$ cat src/rtl/core/pppt_pkg.sv
`default_nettype none
package pppt_pkg;
    localparam int COORD_WIDTH_DEF = 24;
    localparam int ADDR_WIDTH = 4;
    localparam logic [ADDR_WIDTH-1:0] ADDR_QUERY_X = 4'h0;
    localparam logic [ADDR_WIDTH-1:0] ADDR_QUERY_Y = 4'h4;
    localparam logic [ADDR_WIDTH-1:0] ADDR_NEAR_DIST = 4'h8;
    localparam logic [ADDR_WIDTH-1:0] ADDR_STRICT = 4'hc;
endpackage
`default_nettype wire

$ cat src/rtl/core/polyline_point_proximity_test_core.sv
`default_nettype none
// channel | valid          | stall     | payload
// in      | in_valid       | in_stall  | vertex_x, vertex_y, part_start, last_vertex
// out     | out_valid      | out_stall | is_near
// cfg     | psel & penable | pready    | pwrite, paddr, pwdata
// a tested segment runs seven products through one bit-serial shift-add multiplier,
// one multiplier bit per cycle, so the input stalls after the vertex that closes it
// until the last product ends; other items do not start the multiplier.
// a result is valid the cycle after its item, or when the last product ends; while it
// waits under out_stall the input stalls too. reset clears control state and all registers;
// the user writes configuration only while no segment is in flight; the core does not check.
module polyline_point_proximity_test_core
#(
    parameter int COORD_WIDTH = pppt_pkg::COORD_WIDTH_DEF
)
(
    input  wire                         clk,
    input  wire                         rst_n,
    input  wire                         psel,
    input  wire                         penable,
    input  wire                         pwrite,
    input  wire [pppt_pkg::ADDR_WIDTH-1:0] paddr,
    input  wire [31:0]                  pwdata,
    output logic [31:0]                 prdata,
    output logic                        pready,
    input  wire                         in_valid,
    output logic                        in_stall,
    input  wire signed [COORD_WIDTH-1:0] vertex_x,
    input  wire signed [COORD_WIDTH-1:0] vertex_y,
    input  wire                         part_start,
    input  wire                         last_vertex,
    output logic                        out_valid,
    input  wire                         out_stall,
    output logic                        is_near
);
    import pppt_pkg::*;

    localparam int CW = COORD_WIDTH;
    localparam int DW = CW + 2;          // differences incl. widened box
    localparam int PW = 2 * DW;          // products of differences
    localparam int LW = 4 * DW + 2;      // final products
    localparam int CNTW = $clog2(2 * DW + 2);

    typedef enum logic [7:0] {
        S_IDLE   = 8'b00000001,
        S_CROSS1 = 8'b00000010,
        S_CROSS2 = 8'b00000100,
        S_LEN    = 8'b00001000,
        S_LEN2   = 8'b00010000,
        S_DIST   = 8'b00100000,
        S_LHS    = 8'b01000000,
        S_RHS    = 8'b10000000
    } state_t;

    logic signed [CW-1:0] qx_reg, qy_reg;
    logic [CW-2:0] nd_reg;
    logic strict_reg;
    logic signed [CW-1:0] prev_x_reg, prev_y_reg;
    logic prev_valid_reg, hit_reg, last_reg;
    logic out_valid_reg, is_near_reg;
    state_t state_reg, state_next;

    logic [DW-1:0] dx_reg, dy_reg, px_reg;   // magnitudes
    logic sdx_reg, sdy_reg, spx_reg, spy_reg;
    logic signed [PW:0] cross_reg;                   // signed cross
    logic [PW:0] len_reg, d2_reg;
    logic [LW-1:0] lhs_reg;
    // shared serial multiplier
    logic [LW-1:0] mcand_reg, acc_reg;
    logic [PW:0] mplier_reg;
    logic [CNTW-1:0] cnt_reg;
    logic mul_done;

    wire wr = psel && penable && pwrite;
    assign pready = 1'b1;
    always_comb
    begin
        case (paddr)
            ADDR_QUERY_X:   prdata = 32'(unsigned'(qx_reg)) & 32'((64'd1 << CW) - 1);
            ADDR_QUERY_Y:   prdata = 32'(unsigned'(qy_reg)) & 32'((64'd1 << CW) - 1);
            ADDR_NEAR_DIST: prdata = 32'(nd_reg);
            ADDR_STRICT:    prdata = {31'd0, strict_reg};
            default:        prdata = 32'd0;
        endcase
    end

    wire in_acc = in_valid && !in_stall;
    wire out_busy = out_valid_reg && out_stall;
    assign in_stall = (state_reg != S_IDLE) || out_busy;
    assign out_valid = out_valid_reg;
    assign is_near = is_near_reg;

    // bounding box and differences at accept
    logic signed [DW-1:0] ax, ay, bx, by, qx, qy, dd;
    logic signed [DW-1:0] ddx, ddy, dpx, dpy;
    logic in_box, seg_ok;
    always_comb
    begin
        ax = DW'(prev_x_reg); ay = DW'(prev_y_reg);
        bx = DW'(vertex_x);   by = DW'(vertex_y);
        qx = DW'(qx_reg);     qy = DW'(qy_reg);
        dd = DW'({1'b0, nd_reg});
        ddx = bx - ax; ddy = by - ay; dpx = qx - ax; dpy = qy - ay;
        in_box = !(qx < ((ax < bx) ? ax : bx) - dd) && !(qx > ((ax < bx) ? bx : ax) + dd)
              && !(qy < ((ay < by) ? ay : by) - dd) && !(qy > ((ay < by) ? by : ay) + dd);
        seg_ok = !part_start && prev_valid_reg && in_box && (ddx != 0 || ddy != 0);
    end

    assign mul_done = (cnt_reg == CNTW'(PW + 1));
    wire [LW-1:0] acc_step = mplier_reg[0] ? acc_reg + mcand_reg : acc_reg;
    logic [LW-1:0] prod;
    assign prod = acc_step;

    logic signed [PW+1:0] cr_sum;
    logic [PW:0] cr_mag;
    always_comb
    begin
        cr_sum = (sdy_reg ^ spx_reg) ? (PW+2)'(cross_reg) + (PW+2)'(prod)
                                     : (PW+2)'(cross_reg) - (PW+2)'(prod);
        cr_mag = cr_sum[PW+1] ? (PW+1)'(-cr_sum) : (PW+1)'(cr_sum);
    end

    logic seg_hit;
    assign seg_hit = strict_reg ? (lhs_reg < prod) : (lhs_reg <= prod);

    logic out_load;
    assign out_load = (in_acc && !seg_ok && last_vertex)
                   || ((state_reg == S_RHS) && mul_done && last_reg);

    always_comb
    begin
        state_next = state_reg;
        case (state_reg)
            S_IDLE:   if (in_acc && seg_ok) state_next = S_CROSS1;
            S_CROSS1: if (mul_done) state_next = S_CROSS2;
            S_CROSS2: if (mul_done) state_next = S_LEN;
            S_LEN:    if (mul_done) state_next = S_LEN2;
            S_LEN2:   if (mul_done) state_next = S_DIST;
            S_DIST:   if (mul_done) state_next = S_LHS;
            S_LHS:    if (mul_done) state_next = S_RHS;
            S_RHS:    if (mul_done) state_next = S_IDLE;
            default:  state_next = S_IDLE;
        endcase
    end

    always_ff @(posedge clk or negedge rst_n)
    begin
        if (!rst_n)
        begin
            qx_reg <= '0; qy_reg <= '0; nd_reg <= '0; strict_reg <= 1'b0;
            prev_x_reg <= '0; prev_y_reg <= '0;
            prev_valid_reg <= 1'b0; hit_reg <= 1'b0; last_reg <= 1'b0;
            out_valid_reg <= 1'b0; is_near_reg <= 1'b0;
            state_reg <= S_IDLE; cnt_reg <= '0;
            dx_reg <= '0; dy_reg <= '0; px_reg <= '0;
            sdx_reg <= 1'b0; sdy_reg <= 1'b0; spx_reg <= 1'b0; spy_reg <= 1'b0;
            cross_reg <= '0; len_reg <= '0; d2_reg <= '0; lhs_reg <= '0;
            mcand_reg <= '0; mplier_reg <= '0; acc_reg <= '0;
        end
        else
        begin
            state_reg <= state_next;
            if (wr)
            begin
                case (paddr)
                    ADDR_QUERY_X:   qx_reg <= pwdata[CW-1:0];
                    ADDR_QUERY_Y:   qy_reg <= pwdata[CW-1:0];
                    ADDR_NEAR_DIST: nd_reg <= pwdata[CW-2:0];
                    ADDR_STRICT:    strict_reg <= pwdata[0];
                    default: ;
                endcase
            end
            if (out_load)
                out_valid_reg <= 1'b1;
            else if (out_valid_reg && !out_stall)
                out_valid_reg <= 1'b0;
            if (in_acc)
            begin
                prev_x_reg <= vertex_x; prev_y_reg <= vertex_y;
                last_reg <= last_vertex;
                if (!seg_ok && last_vertex)
                begin
                    is_near_reg <= hit_reg;
                    hit_reg <= 1'b0; prev_valid_reg <= 1'b0;
                end
                else
                    prev_valid_reg <= 1'b1;
                dx_reg <= ddx[DW-1] ? -ddx : ddx; sdx_reg <= ddx[DW-1];
                dy_reg <= ddy[DW-1] ? -ddy : ddy; sdy_reg <= ddy[DW-1];
                px_reg <= dpx[DW-1] ? -dpx : dpx; spx_reg <= dpx[DW-1];
                spy_reg <= dpy[DW-1];
                // first product dx*py
                mcand_reg <= LW'(ddx[DW-1] ? -ddx : ddx);
                mplier_reg <= (PW+1)'(dpy[DW-1] ? -dpy : dpy);
                acc_reg <= '0; cnt_reg <= '0;
            end
            else if (state_reg != S_IDLE)
            begin
                if (!mul_done)
                begin
                    acc_reg <= acc_step;
                    mcand_reg <= mcand_reg << 1;
                    mplier_reg <= mplier_reg >> 1;
                    cnt_reg <= cnt_reg + 1'b1;
                end
                else
                begin
                    // dy*dy added through preloaded accumulator
                    acc_reg <= (state_reg == S_LEN) ? prod : '0;
                    cnt_reg <= '0;
                    case (state_reg)
                        S_CROSS1:
                        begin
                            cross_reg <= (sdx_reg ^ spy_reg) ? -(PW+1)'(prod) : (PW+1)'(prod);
                            mcand_reg <= LW'(dy_reg); mplier_reg <= (PW+1)'(px_reg);
                        end
                        S_CROSS2:
                        begin
                            cross_reg <= $signed(cr_mag);
                            mcand_reg <= LW'(dx_reg); mplier_reg <= (PW+1)'(dx_reg);
                        end
                        S_LEN:
                        begin
                            mcand_reg <= LW'(dy_reg); mplier_reg <= (PW+1)'(dy_reg);
                        end
                        S_LEN2:
                        begin
                            len_reg <= (PW+1)'(prod);
                            mcand_reg <= LW'(nd_reg); mplier_reg <= (PW+1)'(nd_reg);
                        end
                        S_DIST:
                        begin
                            d2_reg <= (PW+1)'(prod);
                            mcand_reg <= LW'(cross_reg); mplier_reg <= cross_reg;
                        end
                        S_LHS:
                        begin
                            lhs_reg <= prod;
                            mcand_reg <= LW'(d2_reg); mplier_reg <= len_reg;
                        end
                        S_RHS:
                        begin
                            if (last_reg)
                            begin
                                is_near_reg <= hit_reg || seg_hit;
                                hit_reg <= 1'b0; prev_valid_reg <= 1'b0;
                            end
                            else if (seg_hit)
                                hit_reg <= 1'b1;
                        end
                        default: ;
                    endcase
                end
            end
        end
    end

`ifndef SYNTHESIS
    a_stall_busy: assert property (@(posedge clk) disable iff (!rst_n)
        (state_reg != S_IDLE) |-> in_stall) else $error("accepted item while busy");
    a_out_hold: assert property (@(posedge clk) disable iff (!rst_n)
        (out_valid && out_stall) |=> (out_valid && $stable(is_near)))
        else $error("result dropped");
`endif
endmodule
`default_nettype wire
$ cat config.mk
export PLATFORM = sky130hd
export DESIGN_NAME = polyline_point_proximity_test_core
export DESIGN_NICKNAME = d
export VERILOG_FILES = /design/src/rtl/core/pppt_pkg.sv /design/src/rtl/core/polyline_point_proximity_test_core.sv
export SDC_FILE = /design/constraint.sdc
export NUM_CORES = 2
export LEC_CHECK = 0
export ABC_AREA = 1
export BUFFER_PORTS_ARGS = -buffer_cell sky130_fd_sc_hd__buf_2
export CAP_MARGIN = 5
export CORE_MARGIN = 2
export CORE_UTILIZATION = 25
export CTS_BUF_LIST = sky130_fd_sc_hd__clkbuf_16
export CTS_CLUSTER_SIZE = 40
export DETAILED_ROUTE_END_ITERATION = 8
export PLACE_DENSITY = 0.4
export SYNTH_ARGS = -nofsm -noshare
export SYNTH_HDL_FRONTEND = slang
export SYNTH_SLANG_ARGS = --single-unit
$ cat constraint.sdc
create_clock -name clk -period 22 [get_ports clk]
set_input_delay 2.2 -clock clk [delete_from_list [all_inputs] [get_ports clk]]
set_output_delay 2.2 -clock clk [all_outputs]
set_load 0.05 [all_outputs]
; After elaboration in Yosys (flattened, before gate mapping)
; Cells that the tools add are included.
[totals]
out_inout_bits = 36
reg_bits = 751
elab_cells = 196
[op_classes]
muxes = 61
add_sub_neg = 19
reduce_logical = 54
bitwise = 3
magnitude_cmp = 8
eq_ne = 24
[op_table]
columns = operator, n
row1 = two-way mux 106 bit, 9
row2 = case mux 106 bit (5 select lines), 1
row3 = two-way mux 53 bit, 6
row4 = case mux 53 bit (6 select lines), 1
row5 = two-way mux 26 bit, 7
row6 = adder 106 bit, 1
row7 = less-or-equal comparator 106 bit, 1
row8 = < comparator 106 bit, 1
row9 = negation 25 -> 106 bit, 1
row10 = negation 53 bit, 2
row11 = case mux 53 bit (2 select lines), 1
row12 = subtractor 24 x 24 -> 25 bit, 4
row13 = case mux 24 bit (4 select lines), 1
row14 = negation 25 -> 26 bit, 3
row15 = two-way mux 8 bit, 8
row16 = case mux 8 bit (8 select lines), 1
row17 = nonzero test 32 bit, 2
row18 = adder 54 bit, 1
row19 = two-way mux 54 bit, 1
row20 = subtractor 54 bit, 1
row21 = negation 25 -> 53 bit, 1
row22 = adder 26 x 24 -> 26 bit, 2
row23 = > comparator 24 x 26 -> 1 bit, 2
row24 = < comparator 24 x 26 -> 1 bit, 2
row25 = 33 further kinds, 109

; Longest topological paths before layout
[logic_depth]
ltp_word = 15
ltp_mapped = 58
mapped_depth_nobuf = 56

; Least setup slack after synthesis
; No wires, ideal clock.
[synth_timing]
kind = in2reg
startpoint = in vertex_x[0]
endpoint = reg is_near_reg, in the netlist is_near
t_required_ns = 21.880
path_stages = 54
arrival_ns = 9.174
path_slack_ns = 12.706
path_cell_list = inv_1 -> ha_1 -> inv_1 -> fa_1 -> nand2_1 -> inv_1 -> nand2_1 -> nand2_1 -> a21oi_1 -> o21ai_0 -> nand2_1 -> nand2_1 -> nand2_1 -> nand2_1 -> nand2_1 -> nand2_1 -> nand2_1 -> a21oi_1 -> (+18 left out) -> o21ai_0 -> a21oi_1 -> nor2_1 -> ha_1 -> nand2_1 -> inv_1 -> nand3_1 -> o221ai_1 -> a21oi_1 -> nand2_1 -> xnor2_1 -> nand4_1 -> nor3b_1 -> nand2_1 -> nand2_1 -> nand2_1 -> o21ai_0 -> inv_1
[synth_between]
elab_chain_len = 14
elab_cells_between_ends = 21
[synth_rtl]
columns = item, line_no
row1 = "start, declared", polyline_point_proximity_test_core.sv:28  ; input wire signed [COORD_WIDTH-1:0] vertex_x,
row2 = < comparator 24 bit, polyline_point_proximity_test_core.sv:104  ; in_box = !(qx < ((ax < bx) ? ax : bx) - dd) && !(qx > ((ax < bx) ? bx : ax) + dd)
row3 = two-way mux 26 bit, polyline_point_proximity_test_core.sv:104
row4 = subtractor 26 x 24 -> 26 bit or adder 26 x 24 -> 26 bit (tied branches), polyline_point_proximity_test_core.sv:104
row5 = < comparator 24 x 26 -> 1 bit or > comparator 24 x 26 -> 1 bit (tied branches), polyline_point_proximity_test_core.sv:104
row6 = logical NOT 1 bit, polyline_point_proximity_test_core.sv:104
row7 = logical AND 1 bit, polyline_point_proximity_test_core.sv:104
row8 = logical AND 1 bit (2 in a row), polyline_point_proximity_test_core.sv:105  ; && !(qy < ((ay < by) ? ay : by) - dd) && !(qy > ((ay < by) ? by : ay) + dd);
row9 = logical AND 1 bit, polyline_point_proximity_test_core.sv:106  ; seg_ok = !part_start && prev_valid_reg && in_box && (ddx != 0 || ddy != 0);
row10 = logical AND 1 bit *, polyline_point_proximity_test_core.sv:106
row11 = logical NOT 1 bit *, polyline_point_proximity_test_core.sv:181  ; if (!seg_ok && last_vertex)
row12 = logical AND 1 bit *, polyline_point_proximity_test_core.sv:181
row13 = inequality test 2 x 1 -> 1 bit (no source line) *, -
row14 = AND reduction 5 bit (no source line) *, -
row15 = "end signal, assigned", polyline_point_proximity_test_core.sv:183  ; is_near_reg <= hit_reg;
row16 = "end signal, assigned", polyline_point_proximity_test_core.sv:245  ; is_near_reg <= hit_reg || seg_hit;
row17 = "end, declared", polyline_point_proximity_test_core.sv:60  ; logic out_valid_reg, is_near_reg;
; Mark *: on every way between the ends. The rest lies on a longest branch, timed or not.
; A chain may end at the register's enable or synchronous reset.

; Worst setup path after layout
; Same ends and word-level chain as after synthesis.

==> summary.md <==
| Metric | Value |
|---|---|
| Synth top area share | `28.5%` |
| DR WL/cell | `21.8 µm` |
| Top Layer Used | `met5` |
| Total core area | `262000 µm²` |
| CTS root buf | `clkbuf_16` |
| Post-Route WL | `293000 µm` |
| Chip height | `517 µm` |
| Initial drt markers | `5683` |
| Synth cell count leaders | `2713 x nand2_1, 1159 x inv_1, 1120 x o21ai_0` |
| Vias in the first global route | `64100` |
| Final hold vios | `0` |
| Drt drc | `0` |
| Share of cells above drive strength 1 | `4.81%` |
| Slew Viols, Final | `0` |
| Max_slew headroom | `21.9%` |
| Maximum vdd drop | `120 µV` |
| Yosys cell types | `77` |
| Crit path time final | `11.30 ns` |
| Clk Latency, worst-skew pair | `0.79 ns` |
| Most common cell in the netlist | `nand2_1` |
| IO buf count | `111` |
| Worst Setup Path Type | `in2reg` |
| RSZ-0062 raised after global routing | `false` |
| Met2 wire len | `131000 µm` |
| Area leader, netlist | `dfrtp_1` |
| CP startpoint kind | `input pin` |
| H-tree lvl count | `3` |
| # IOs | `129` |
| Sequential area share after synthesis | `28.6%` |
| CTS tree | `yes` |
| CP max stage delay | `0.42 ns` |
| Pwr per Cell Area | `185 nW/µm²` |
| DR vias/cell | `4.94` |
| Metal3 WL | `12800 µm` |
| Cell mode on critical path | `nand2_1` |
| Post-Place Cells | `13200` |
| Worst R2R Start | `prev_x_reg[0]$_DFFE_PN0P_` |
| Pin count of the biggest net entering global routing | `150` |
| Worst setup EP type | `flop` |
| Synth async-reset ratio | `100%` |
| Worst-path maximum fanout | `88` |
| Yosys warns | `0` |
| Main synth FF type | `dfrtp_1` |
| Non-Filler Instances | `13400` |
| Fillers | `29400` |
| Gate Count Post-Synth | `9843` |
| Hold Startpoint | `px_reg[25]$_DFFE_PN0P_` |
| Post-synth EDFFs | `0` |
| WHS Path Cells | `2` |
| Max-cap viol count | `0` |
| Hold EP | `px_reg[25]$_DFFE_PN0P_` |
| Vias | `66300` |
| Cts bufs inserted | `101` |
| Post-DP HPWL | `230000 µm` |
| Initial Util | `25.1%` |
| Worst min-delay path class | `reg2reg` |
| Synth Area per Inst | `6.69 µm²` |
| Overall Power | `13.6 mW` |
| Slowest stage cell, crit path | `o21ai_0` |
| GRT Total Usage | `21.6%` |
| Crit path DAT | `11.94 ns` |
| Clk slew on worst S/H paths | `0.06 ns` |
| Top cells by area, synth | `dfrtp_1 29%, nand2_1 15%, ha_1 11%, o21ai_0 8.5%, inv_1 6.6%` |
| Initial antenna violation count | `11` |
| Global-route wire length before repair | `432000 µm` |
| Req. time, crit path | `22.64 ns` |
| Grt ovf | `0` |
| Antenna Nets Post-Route | `0` |
| Post-Synthesis Cell Area | `65800 µm²` |
| R2R Path End | `is_near$_DFFE_PN0P_` |
| Cells on worst reg2reg path | `52` |
| CTS Buffer Depth | `3` |
| Met1 WL | `140000 µm` |
| R2R setup slack | `11.90 ns` |
| Final setup margin | `10.70 ns` |
| Setup violators final | `0` |
| Setup Skew | `0.0843 ns` |
| Clk sinks | `751` |
| Nets | `10500` |
| Worst-Margin Slew | `1.16 ns` |
| Final period util | `51.4%` |
| Routability cong. | `0.946` |
| Post-route setup TNS | `0 ns` |
| Max frequency | `88.5 MHz` |
| Post-CTS setup buffer count | `0` |
| P_leak | `35.1 nW` |
| Die width | `517 µm` |
| CTS resizes | `0` |
| Row Count | `188` |
| Number of synthesized register bits | `751` |
| Area Overhead vs Synth | `11.7%` |
| DRT Pass-1 Iters | `8` |
| Cts hold-fix bufs | `0` |
| Status | `finished clean` |
| Die area | `267000 µm²` |
| Place WS | `9.95 ns` |
-- report_power, final --
part	total, mW	switching (mW)	internal (mW)
logic	9.84	7.01	2.83
clock network	1.72	0.751	0.969
registers	2.01	0.314	1.70
total	13.6	8.07	5.50
-- per-stage QoR --
step | util (%) | hold slack [ns] | area (µm²)
after global routing | 28.1 | 0.474 | 73500
after global placement | 26.8 | 0.443 | 70200
after detailed placement | 26.8 | 0.446 | 70200
final | 28.1 | 0.469 | 73500
after floorplan | - | 0.431 | 65800
after CTS | 28.1 | 0.462 | 73500
-- routing by layer --
layer / vias up / GRT usage [%]
li1: 32600 / -
met1: 31700 / 30.5
met2: 1644 / 34.5
met3: 271 / 2.11
met4: 4 / 6.32
met5: - / 0
-- critical path, delay by kind of cell --
kind	cells	cell delay, ns
buffers and inverters	7	0.97
AND/OR/NAND/NOR	22	2.74
XOR/XNOR	1	0.31
AO/OA/AOI/OAI	20	4.46
adder cells (fa/ha/maj)	4	1.22
-- cells by family after synthesis --
logic type | share of synthesized area [%]
DFF | 28.6
adders and majority gates | 11.0
buffers and inverters | 8.88
AOI/OAI and AO/OA | 20.2
xor gates and xnor gates | 4.96
other | 0.0114
and+or+nand+nor | 26.4
-- final cells by class --
type	instances	area (µm²)	share of cell area, %
flip-flops and latches	751	18800	25.6
inverters	1183	4460	6.06
well taps	3515	4400	5.98
clock inverters	88	836	1.14
clock buffers	101	2530	3.44
repair buffers	188	1190	1.62
diodes	4	10.0	0.0136
multi-input cells	7575	41300	56.2
-- cell usage in the layout (no fill, tap or decap), types with 13 or more instances in the layout --
| cell type | n |
|---|---|
| nor4_1 | 31 |
| a21o_1 | 18 |
| nor2_1 | 758 |
| o22ai_1 | 86 |
| clkinv_1 | 23 |
| dfrtp_1 | 749 |
| nand3b_1 | 27 |
| a21boi_0 | 26 |
| xnor2_1 | 120 |
| buf_2 | 110 |
| o21a_1 | 31 |
| a211oi_1 | 34 |
| clkinv_2 | 26 |
| buf_4 | 73 |
| nand3_1 | 413 |
| nand4_1 | 98 |
| nor3_1 | 99 |
| o21ai_0 | 1119 |
| ha_1 | 563 |
| a221oi_1 | 30 |
| nand2_2 | 32 |
| inv_1 | 1175 |
| a22oi_1 | 30 |
| a21oi_1 | 697 |
| o211ai_1 | 83 |
| a31oi_1 | 79 |
| clkbuf_16 | 101 |
| o311ai_0 | 15 |
| xor2_1 | 252 |
| nand2_1 | 2708 |
| or2_2 | 13 |
| o21bai_1 | 37 |
| o221ai_1 | 38 |
-- how the worst max path moves through the flow --
stage / startpoint / to / slack, ns / cells past startpoint
after global placement: vertex_x[0] / is_near$_DFFE_PN0P_ / 9.77 / 54
after CTS: vertex_x[0] / is_near$_DFFE_PN0P_ / 10.72 / 54
after floorplan: vertex_x[0] / is_near$_DFFE_PN0P_ / 12.71 / 54
after global routing: vertex_x[0] / state_reg[0]$_DFFE_PN1P_ / 9.65 / 55
final: vertex_x[0] / is_near$_DFFE_PN0P_ / 10.70 / 54
after detailed placement: vertex_x[0] / is_near$_DFFE_PN0P_ / 9.95 / 54
No activity file was read; power rests on OpenSTA's default activity.
